<file path="src/hdl/b64_pkg.sv">
`default_nettype none

package b64_pkg;

  // Width of the saturating per-buffer byte counter
  localparam int unsigned COUNT_BITS_DEF = 16;
  localparam int unsigned BURST_DEPTH    = 4;

  localparam logic [7:0] CHAR_PAD   = 8'd61;
  localparam logic [7:0] CHAR_SPACE = 8'd32;
  localparam logic [7:0] CHAR_TAB   = 8'd9;
  localparam logic [7:0] CHAR_LF    = 8'd10;
  localparam logic [7:0] CHAR_CR    = 8'd13;

  localparam logic KIND_DATA   = 1'b0;
  localparam logic KIND_STATUS = 1'b1;

  typedef enum logic [1:0] {
    STAT_OK  = 2'd0,
    STAT_PAD = 2'd1,
    STAT_SYM = 2'd2,
    STAT_END = 2'd3
  } status_e;

  typedef enum logic [1:0] {
    PAD_NONE   = 2'd0,
    PAD_THIRD  = 2'd1,
    PAD_FOURTH = 2'd2
  } pad_e;

  typedef struct packed {
    logic        valid;
    logic [5:0]  value;
  } sym_t;

  typedef struct packed {
    logic        kind;
    logic [7:0]  data_byte;
    status_e     status;
    logic [15:0] byte_count;
    logic        run_last;
  } result_t;

  // All results caused by one input character
  typedef struct packed {
    logic [2:0]                  num;
    result_t [BURST_DEPTH-1:0]   ent;
  } burst_t;

  function automatic sym_t symbol_lookup(input logic [7:0] c);
    sym_t s;
    s.valid = 1'b1;
    s.value = 6'd0;
    if (c >= 8'd65 && c <= 8'd90) begin
      s.value = 6'(c - 8'd65);
    end else if (c >= 8'd97 && c <= 8'd122) begin
      s.value = 6'(c - 8'd71);
    end else if (c >= 8'd48 && c <= 8'd57) begin
      s.value = 6'(c + 8'd4);
    end else if (c == 8'd43) begin
      s.value = 6'd62;
    end else if (c == 8'd47) begin
      s.value = 6'd63;
    end else begin
      s.valid = 1'b0;
    end
    return s;
  endfunction

endpackage

`default_nettype wire

</file>
<file path="src/hdl/b64_decode.sv">
`default_nettype none

module b64_decode import b64_pkg::*; #(
  parameter int unsigned CountBits = COUNT_BITS_DEF
) (
  input  wire logic       clk_i,
  input  wire logic       rst_ni,
  input  wire logic       accept_i,
  input  wire logic [7:0] char_i,
  input  wire logic       last_i,
  output burst_t          burst_o
);

  logic [23:0]          gb_q, gb_d;
  logic [1:0]           pos_q, pos_d;
  pad_e                 pad_q, pad_d;
  logic                 failed_q, failed_d;
  logic [CountBits-1:0] prod_q, prod_d;

  function automatic logic [15:0] cnt16(input logic [CountBits-1:0] p);
    logic [CountBits+15:0] e;
    e = {16'd0, p};
    return e[15:0];
  endfunction

  function automatic logic [CountBits-1:0] sat_inc(input logic [CountBits-1:0] p);
    return (&p) ? p : p + CountBits'(1);
  endfunction

  logic                 is_space, is_pad, has_err;
  status_e              err_code;
  sym_t                 sym;
  logic [5:0]           sym_val;
  logic [23:0]          gb_shift;
  logic [CountBits-1:0] p1, p2, p3;
  burst_t               burst;

  assign sym      = symbol_lookup(char_i);
  assign is_space = (char_i == CHAR_SPACE) || (char_i == CHAR_TAB) ||
                    (char_i == CHAR_LF) || (char_i == CHAR_CR);
  assign is_pad   = (char_i == CHAR_PAD);
  assign sym_val  = is_pad ? 6'd0 : sym.value;
  assign gb_shift = {gb_q[17:0], sym_val};
  assign p1       = sat_inc(prod_q);
  assign p2       = sat_inc(p1);
  assign p3       = sat_inc(p2);

  always_comb begin
    gb_d     = gb_q;
    pos_d    = pos_q;
    pad_d    = pad_q;
    failed_d = failed_q;
    prod_d   = prod_q;
    has_err  = 1'b0;
    err_code = STAT_OK;
    burst    = '0;

    // Classify a pad: first pad at position 2 or 3 fixes the mode
    if (is_pad) begin
      if (pad_q == PAD_NONE) begin
        if (pos_q == 2'd2) begin
          pad_d = PAD_THIRD;
        end else if (pos_q == 2'd3) begin
          pad_d = PAD_FOURTH;
        end else begin
          has_err  = 1'b1;
          err_code = STAT_PAD;
        end
      end
    end else if (!sym.valid) begin
      has_err  = 1'b1;
      err_code = STAT_SYM;
    end

    if (!failed_q) begin
      if (!is_space) begin
        if (has_err) begin
          burst.ent[0].kind       = KIND_STATUS;
          burst.ent[0].status     = err_code;
          burst.ent[0].byte_count = cnt16(prod_q);
          burst.num               = 3'd1;
          failed_d                = 1'b1;
          pad_d                   = pad_q;
        end else if (pos_q == 2'd3) begin
          // Group complete: release one to three bytes
          burst.ent[0].kind       = KIND_DATA;
          burst.ent[0].data_byte  = gb_shift[23:16];
          burst.ent[0].byte_count = cnt16(p1);
          burst.num               = 3'd1;
          prod_d                  = p1;
          if (pad_d != PAD_THIRD) begin
            burst.ent[1].kind       = KIND_DATA;
            burst.ent[1].data_byte  = gb_shift[15:8];
            burst.ent[1].byte_count = cnt16(p2);
            burst.num               = 3'd2;
            prod_d                  = p2;
          end
          if (pad_d == PAD_NONE) begin
            burst.ent[2].kind       = KIND_DATA;
            burst.ent[2].data_byte  = gb_shift[7:0];
            burst.ent[2].byte_count = cnt16(p3);
            burst.num               = 3'd3;
            prod_d                  = p3;
          end
          gb_d  = '0;
          pos_d = 2'd0;
        end else begin
          gb_d  = gb_shift;
          pos_d = pos_q + 2'd1;
        end
      end else begin
        pad_d = pad_q;
      end
      if (last_i && !failed_d) begin
        burst.ent[burst.num[1:0]].kind       = KIND_STATUS;
        burst.ent[burst.num[1:0]].status     = (pos_d != 2'd0) ? STAT_END : STAT_OK;
        burst.ent[burst.num[1:0]].byte_count = cnt16(prod_d);
        burst.num                            = burst.num + 3'd1;
      end
    end else begin
      pad_d = pad_q;
    end

    for (int i = 0; i < BURST_DEPTH; i++) begin
      burst.ent[i].run_last = (burst.num != 3'd0) && (3'(i) == burst.num - 3'd1);
    end

    // End of buffer: drop all state for the next one
    if (last_i) begin
      gb_d     = '0;
      pos_d    = 2'd0;
      pad_d    = PAD_NONE;
      failed_d = 1'b0;
      prod_d   = '0;
    end
  end

  assign burst_o = burst;

  always_ff @(posedge clk_i or negedge rst_ni) begin
    if (!rst_ni) begin
      gb_q     <= '0;
      pos_q    <= 2'd0;
      pad_q    <= PAD_NONE;
      failed_q <= 1'b0;
      prod_q   <= '0;
    end else if (accept_i) begin
      gb_q     <= gb_d;
      pos_q    <= pos_d;
      pad_q    <= pad_d;
      failed_q <= failed_d;
      prod_q   <= prod_d;
    end
  end

endmodule

`default_nettype wire

</file>
<file path="src/hdl/b64_burst.sv">
`default_nettype none

module b64_burst import b64_pkg::*; (
  input  wire logic clk_i,
  input  wire logic rst_ni,
  input  wire logic load_i,
  input  burst_t    burst_i,
  output logic      ready_o,
  output logic      valid_o,
  input  wire logic take_i,
  output result_t   result_o
);

  result_t [BURST_DEPTH-1:0] ent_q;
  logic [2:0]                cnt_q, cnt_d;
  logic [1:0]                rd_q, rd_d;

  assign valid_o  = (cnt_q != 3'd0);
  assign result_o = ent_q[rd_q];
  // Free when empty or when the final beat leaves this cycle
  assign ready_o  = (cnt_q == 3'd0) || ((cnt_q == 3'd1) && take_i);

  always_comb begin
    cnt_d = cnt_q;
    rd_d  = rd_q;
    if (load_i) begin
      cnt_d = burst_i.num;
      rd_d  = 2'd0;
    end else if (take_i && valid_o) begin
      cnt_d = cnt_q - 3'd1;
      rd_d  = rd_q + 2'd1;
    end
  end

  always_ff @(posedge clk_i or negedge rst_ni) begin
    if (!rst_ni) begin
      cnt_q <= 3'd0;
      rd_q  <= 2'd0;
    end else begin
      cnt_q <= cnt_d;
      rd_q  <= rd_d;
    end
  end

  always_ff @(posedge clk_i) begin
    if (load_i) begin
      ent_q <= burst_i.ent;
    end
  end

endmodule

`default_nettype wire

</file>
<file path="src/hdl/base64_stream_decoder.sv">
// Latency: the first result of a character is registered and appears in the cycle after its input beat.
// Throughput: one character per cycle while each yields at most one result and the
//   output is not stalled; a character that yields more than one result (up to four)
//   holds the input while the single result port drains the burst register one beat a cycle, unless stalled.
// Reset: rst_ni is asynchronous, active low; it clears the group state, the byte
//   counter and the error flag, and empties the burst register.
`default_nettype none

module base64_stream_decoder import b64_pkg::*; #(
  parameter int unsigned COUNT_BITS = COUNT_BITS_DEF
) (
  input  wire logic        clk_i,
  input  wire logic        rst_ni,
  // Input characters
  input  wire logic        s_axis_tvalid,
  output logic             s_axis_tready,
  input  wire logic [7:0]  s_axis_tdata,   // [7:0] char_code
  input  wire logic        s_axis_tlast,   // last_char
  // Decoded bytes and status
  output logic             m_axis_tvalid,
  input  wire logic        m_axis_tready,
  output logic [31:0]      m_axis_tdata,   // [7:0] data_byte, [9:8] status,
                                           // [25:10] byte_count, [31:26] zero
  output logic             m_axis_tuser,   // kind: 0 data byte, 1 status
  output logic             m_axis_tlast    // run_last
);

  logic    in_beat;
  logic    out_take;
  burst_t  burst;
  result_t result;

  // A character is taken whenever the burst register can accept its results
  assign in_beat  = s_axis_tvalid && s_axis_tready;
  assign out_take = m_axis_tvalid && m_axis_tready;

  // Character classification, group assembly and per-buffer state
  b64_decode #(
    .CountBits (COUNT_BITS)
  ) u_decode (
    .clk_i    (clk_i),
    .rst_ni   (rst_ni),
    .accept_i (in_beat),
    .char_i   (s_axis_tdata),
    .last_i   (s_axis_tlast),
    .burst_o  (burst)
  );

  // Hold the results of one character and advance them one beat at a time
  b64_burst u_burst (
    .clk_i    (clk_i),
    .rst_ni   (rst_ni),
    .load_i   (in_beat),
    .burst_i  (burst),
    .ready_o  (s_axis_tready),
    .valid_o  (m_axis_tvalid),
    .take_i   (out_take),
    .result_o (result)
  );

  assign m_axis_tdata = {6'd0, result.byte_count, result.status, result.data_byte};
  assign m_axis_tuser = result.kind;
  assign m_axis_tlast = result.run_last;

endmodule

`default_nettype wire

</file>
<file path="config.mk">
export PLATFORM = sky130hd
export DESIGN_NAME = base64_stream_decoder
export DESIGN_NICKNAME = d
export VERILOG_FILES = /design/src/hdl/b64_pkg.sv /design/src/hdl/b64_decode.sv /design/src/hdl/b64_burst.sv /design/src/hdl/base64_stream_decoder.sv
export SDC_FILE = /design/constraint.sdc
export NUM_CORES = 1
export LEC_CHECK = 0
export ABC_AREA = 1
export BUFFER_PORTS_ARGS = -buffer_cell sky130_fd_sc_hd__buf_2
export CORE_MARGIN = 1.5
export CORE_UTILIZATION = 60
export CTS_CLUSTER_DIAMETER = 60
export DETAILED_ROUTE_END_ITERATION = 12
export GPL_ROUTABILITY_DRIVEN = 0
export PLACE_DENSITY_LB_ADDON = 0.08
export SKIP_LAST_GASP = 1
export SYNTH_ARGS = -nofsm -noshare
export SYNTH_HDL_FRONTEND = slang
export SYNTH_HIERARCHICAL = 1
export SYNTH_SLANG_ARGS = --single-unit
</file>
<file path="constraint.sdc">
create_clock -name clk_i -period 5.43 [get_ports clk_i]
set_input_delay 1.3575 -clock clk_i [delete_from_list [all_inputs] [get_ports clk_i]]
set_output_delay 1.3575 -clock clk_i [all_outputs]
set_load 0.01 [all_outputs]
</file>
==> reports/metrics.cfg <==
[status]
status=finished, final reports clean

[placement]
io_buffers=42
dp_hpwl_um=21540

[die]
initial_core_util_pct=61.80
core_mm2=0.01742
die_area_mm2=0.01875
fp.dieH_um=136.9
die_w_um=136.9
rows=48
ios=49

[drt]
drc=0
drt_pass1_iterations=7
vias=9643
first_iter_violations=1294
wl_per_cell_um=17.54
vias_per_cell=5.873
routed_wl_um=28800
antenna_left=0

[worst_setup_path]
timing.reg2reg.setup_slack_ns=0.44
worst_ep_arrival_time_ns=5.15
reg2regPathDepth=25
cpPeakStageDelay_ns=0.54
slowest_stage=dfrtp_1
r2r-end=u_burst/ent_q[1]
worstSetupPathType=reg2reg
cp-start-kind=register
crit_top_cell=nand2_1
cp_top_family=simple AND/OR/NAND/NOR gates
r2r-start=u_decode/prod_q[0]
crit_required_ns=5.59
path_buf_inv=3
path_max_fanout=9
crit_path_end_kind=register

[clock_tree]
clkSinkCount=156
clock_latency_ns=0.43
clk_pin_slew_worst_paths_ns=0.06
root_buffer=clkbuf_16
cts_buffer_depth=2
cts_hold_buf=0
ctsResizeCount=0
cts_tree=yes
post_cts_buffers=0
cts_buffers=17
htreeDepth=4

[synth]
synth_top_area_share_pct=31.24
yosysTopAreaCell=edfxtp_1
ys_types=51
synth_common_cells=nand2_1, inv_1, edfxtp_1
synth_most_common_cell=nand2_1
ys_seq_area_share_pct=41.47
ys_ff_latch=156
syn_area_per_cell_um2=7.800
synth_edf_count=112
synthArstFlopShare_pct=28.21
synth_cells=1380
yosys_most_used_dff=edfxtp_1
synthesis.area_mm2=0.01076
yosys_warnings=6
synth_area_leaders=edfxtp_1, nand2_1, dfrtp_1, inv_1, nand3_1

[global_routing]
grt_pass1_wl_um=45690
grt.overflow.total=0
grt_pass1_vias=8590
gr-usage-all-layers_pct=32.12
antenna_found_initial=0
grt_start_max_net_pins=69

[timing]
maxSlewViolCount=0
post-route-period-util_pct=91.90
hold_viol=0
final.setup.tns_ns=0
period_minus_slack_ns=4.990
rsz0062_at_grt=no
fmax_mhz=200.4
worst_pin_slew_ns=1.065
hold_slack_ns=0.5157
skew_ns=0.01007
relSlewSlack_pct=28.73
setup_viol=0

[hold_path]
hold_path_end=u_decode/gb_q[3]
hp-start=u_decode/gb_q[3]
whs_path_depth=2
hp-class=reg2reg

[layout]
drive_gt1_share_pct=13.48
multiInputGateArea_mm2=0.005199
diodes=0
post-route-util_pct=66.41
regArea_mm2=0.004464
nFillCells=1507
fin_nets=1439
layout-area-overhead-vs-synth_pct=7.451

[power]
power_density_mw_per_mm2=378.1
peakVddDrop_mv=0.4183
p_leak_nw=5.023

[flow_run]
maxCapViolCount=0

-- through the flow --
stage	std cells	setup slack, ns	instance area (um^2)	total power [W]
final	1642	0.4397	11570	0.004373
after detailed placement	1610	0.3904	11030	0.003279
after floorplan	1392	0.05646	10810	0.002867
after CTS	1642	0.6825	11570	0.004380
after global placement	1610	0.5190	11030	0.003247
after global routing	1642	0.2557	11570	0.004643
-- placed cells by master (no fill, tap or decap), types with 3 or more instances in the layout --
cell type  count
nand3_1       92
inv_1        183
o22ai_2        3
o31ai_1        5
nor2_2        11
nor3_1        18
a21o_1         5
inv_2          8
clkinv_2       4
o221ai_1      12
o211ai_2      20
nor2_4         8
o21ai_2        4
nand4_1       21
dfrtp_1       44
buf_2         42
nand2_2       35
buf_4         15
edfxtp_1     112
conb_1        14
clkbuf_1       5
o22ai_1       25
nor2_1        89
nand2_4        7
and2_1         4
o21ai_1       19
clkinv_1       5
o21ai_0       48
nand2_1      387
xor2_1        13
clkbuf_16     17
xnor2_1        5
o211ai_1      46
a21oi_1       41
ha_1          22
nand3_2        3
-- worst max path at each step --
stage	start	to	slack (ns)	cells past startpoint
after floorplan	m_axis_tready	u_decode/gb_q[1]	0.06	10
after global placement	s_axis_tdata[3]	u_burst/ent_q[31]	0.52	19
after detailed placement	s_axis_tdata[3]	u_burst/ent_q[31]	0.39	19
after CTS	u_decode/prod_q[0]	u_burst/ent_q[1]	0.68	25
after global routing	s_axis_tdata[3]	u_burst/ent_q[31]	0.26	19
final	u_decode/prod_q[0]	u_burst/ent_q[1]	0.44	25
-- logic make-up (layout without fill, tap and decap cells) --
family / count (synthesis) / after routing / synth area share, %
AOI/OAI and AO/OA: 240 / 240 / 15.37
other: 2 / 14 / 0.06977
xor gates and xnor gates: 19 / 19 / 1.616
DFF: 156 / 156 / 41.47
adders and majority gates: 22 / 22 / 2.557
and+or+nand+nor: 679 / 679 / 28.27
buffers and inverters: 262 / 287 / 10.65
-- report_power, final --
part / switching (W) / internal (W)
combinational: 0.00101 / 0.000427
clock: 0.000473 / 0.000630
sequential: 0.000171 / 0.00166
total: 0.00165 / 0.00272
-- worst register-to-register path, delay by kind of cell (launching register included) --
| kind | cells | cell delay, ns |
|---|---|---|
| flops | 1 | 0.54 |
| xor+xnor | 1 | 0.15 |
| simple gates | 17 | 2.29 |
| buf+inv | 3 | 0.37 |
| compound gates | 1 | 0.41 |
| fa+ha+maj | 3 | 0.97 |
-- layout make-up --
type                            count  area share (%)
Inverter                          197           6.426
Clock buffer                       22           3.840
Tap cell                          225           2.434
Sequential cell                   156           38.60
Clock inverter                     10          0.7897
Timing Repair Buffer               58           2.964
Multi-Input combinational cell    974           44.95
-- metal layers --
layer / track usage, % / wire [um] / up-vias
li1: - / - / 4616
met1: 49.22 / 13200 / 4429
met2: 44.64 / 11770 / 543
met3: 8.889 / 3401 / 55
met4: 7.895 / 428 / 0
met5: 0 / 0 / -
-- flip-flops by register name (all words and copies together) (netlist names) --
register	cells
u_burst/ent_q	112
u_decode/gb_q	18
u_burst/cnt_q	3
u_decode/failed_q	1
u_decode/prod_q	16
u_burst/rd_q	2
u_decode/pos_q	2
u_decode/pad_q	2
Power figures use the tool's default switching activity.
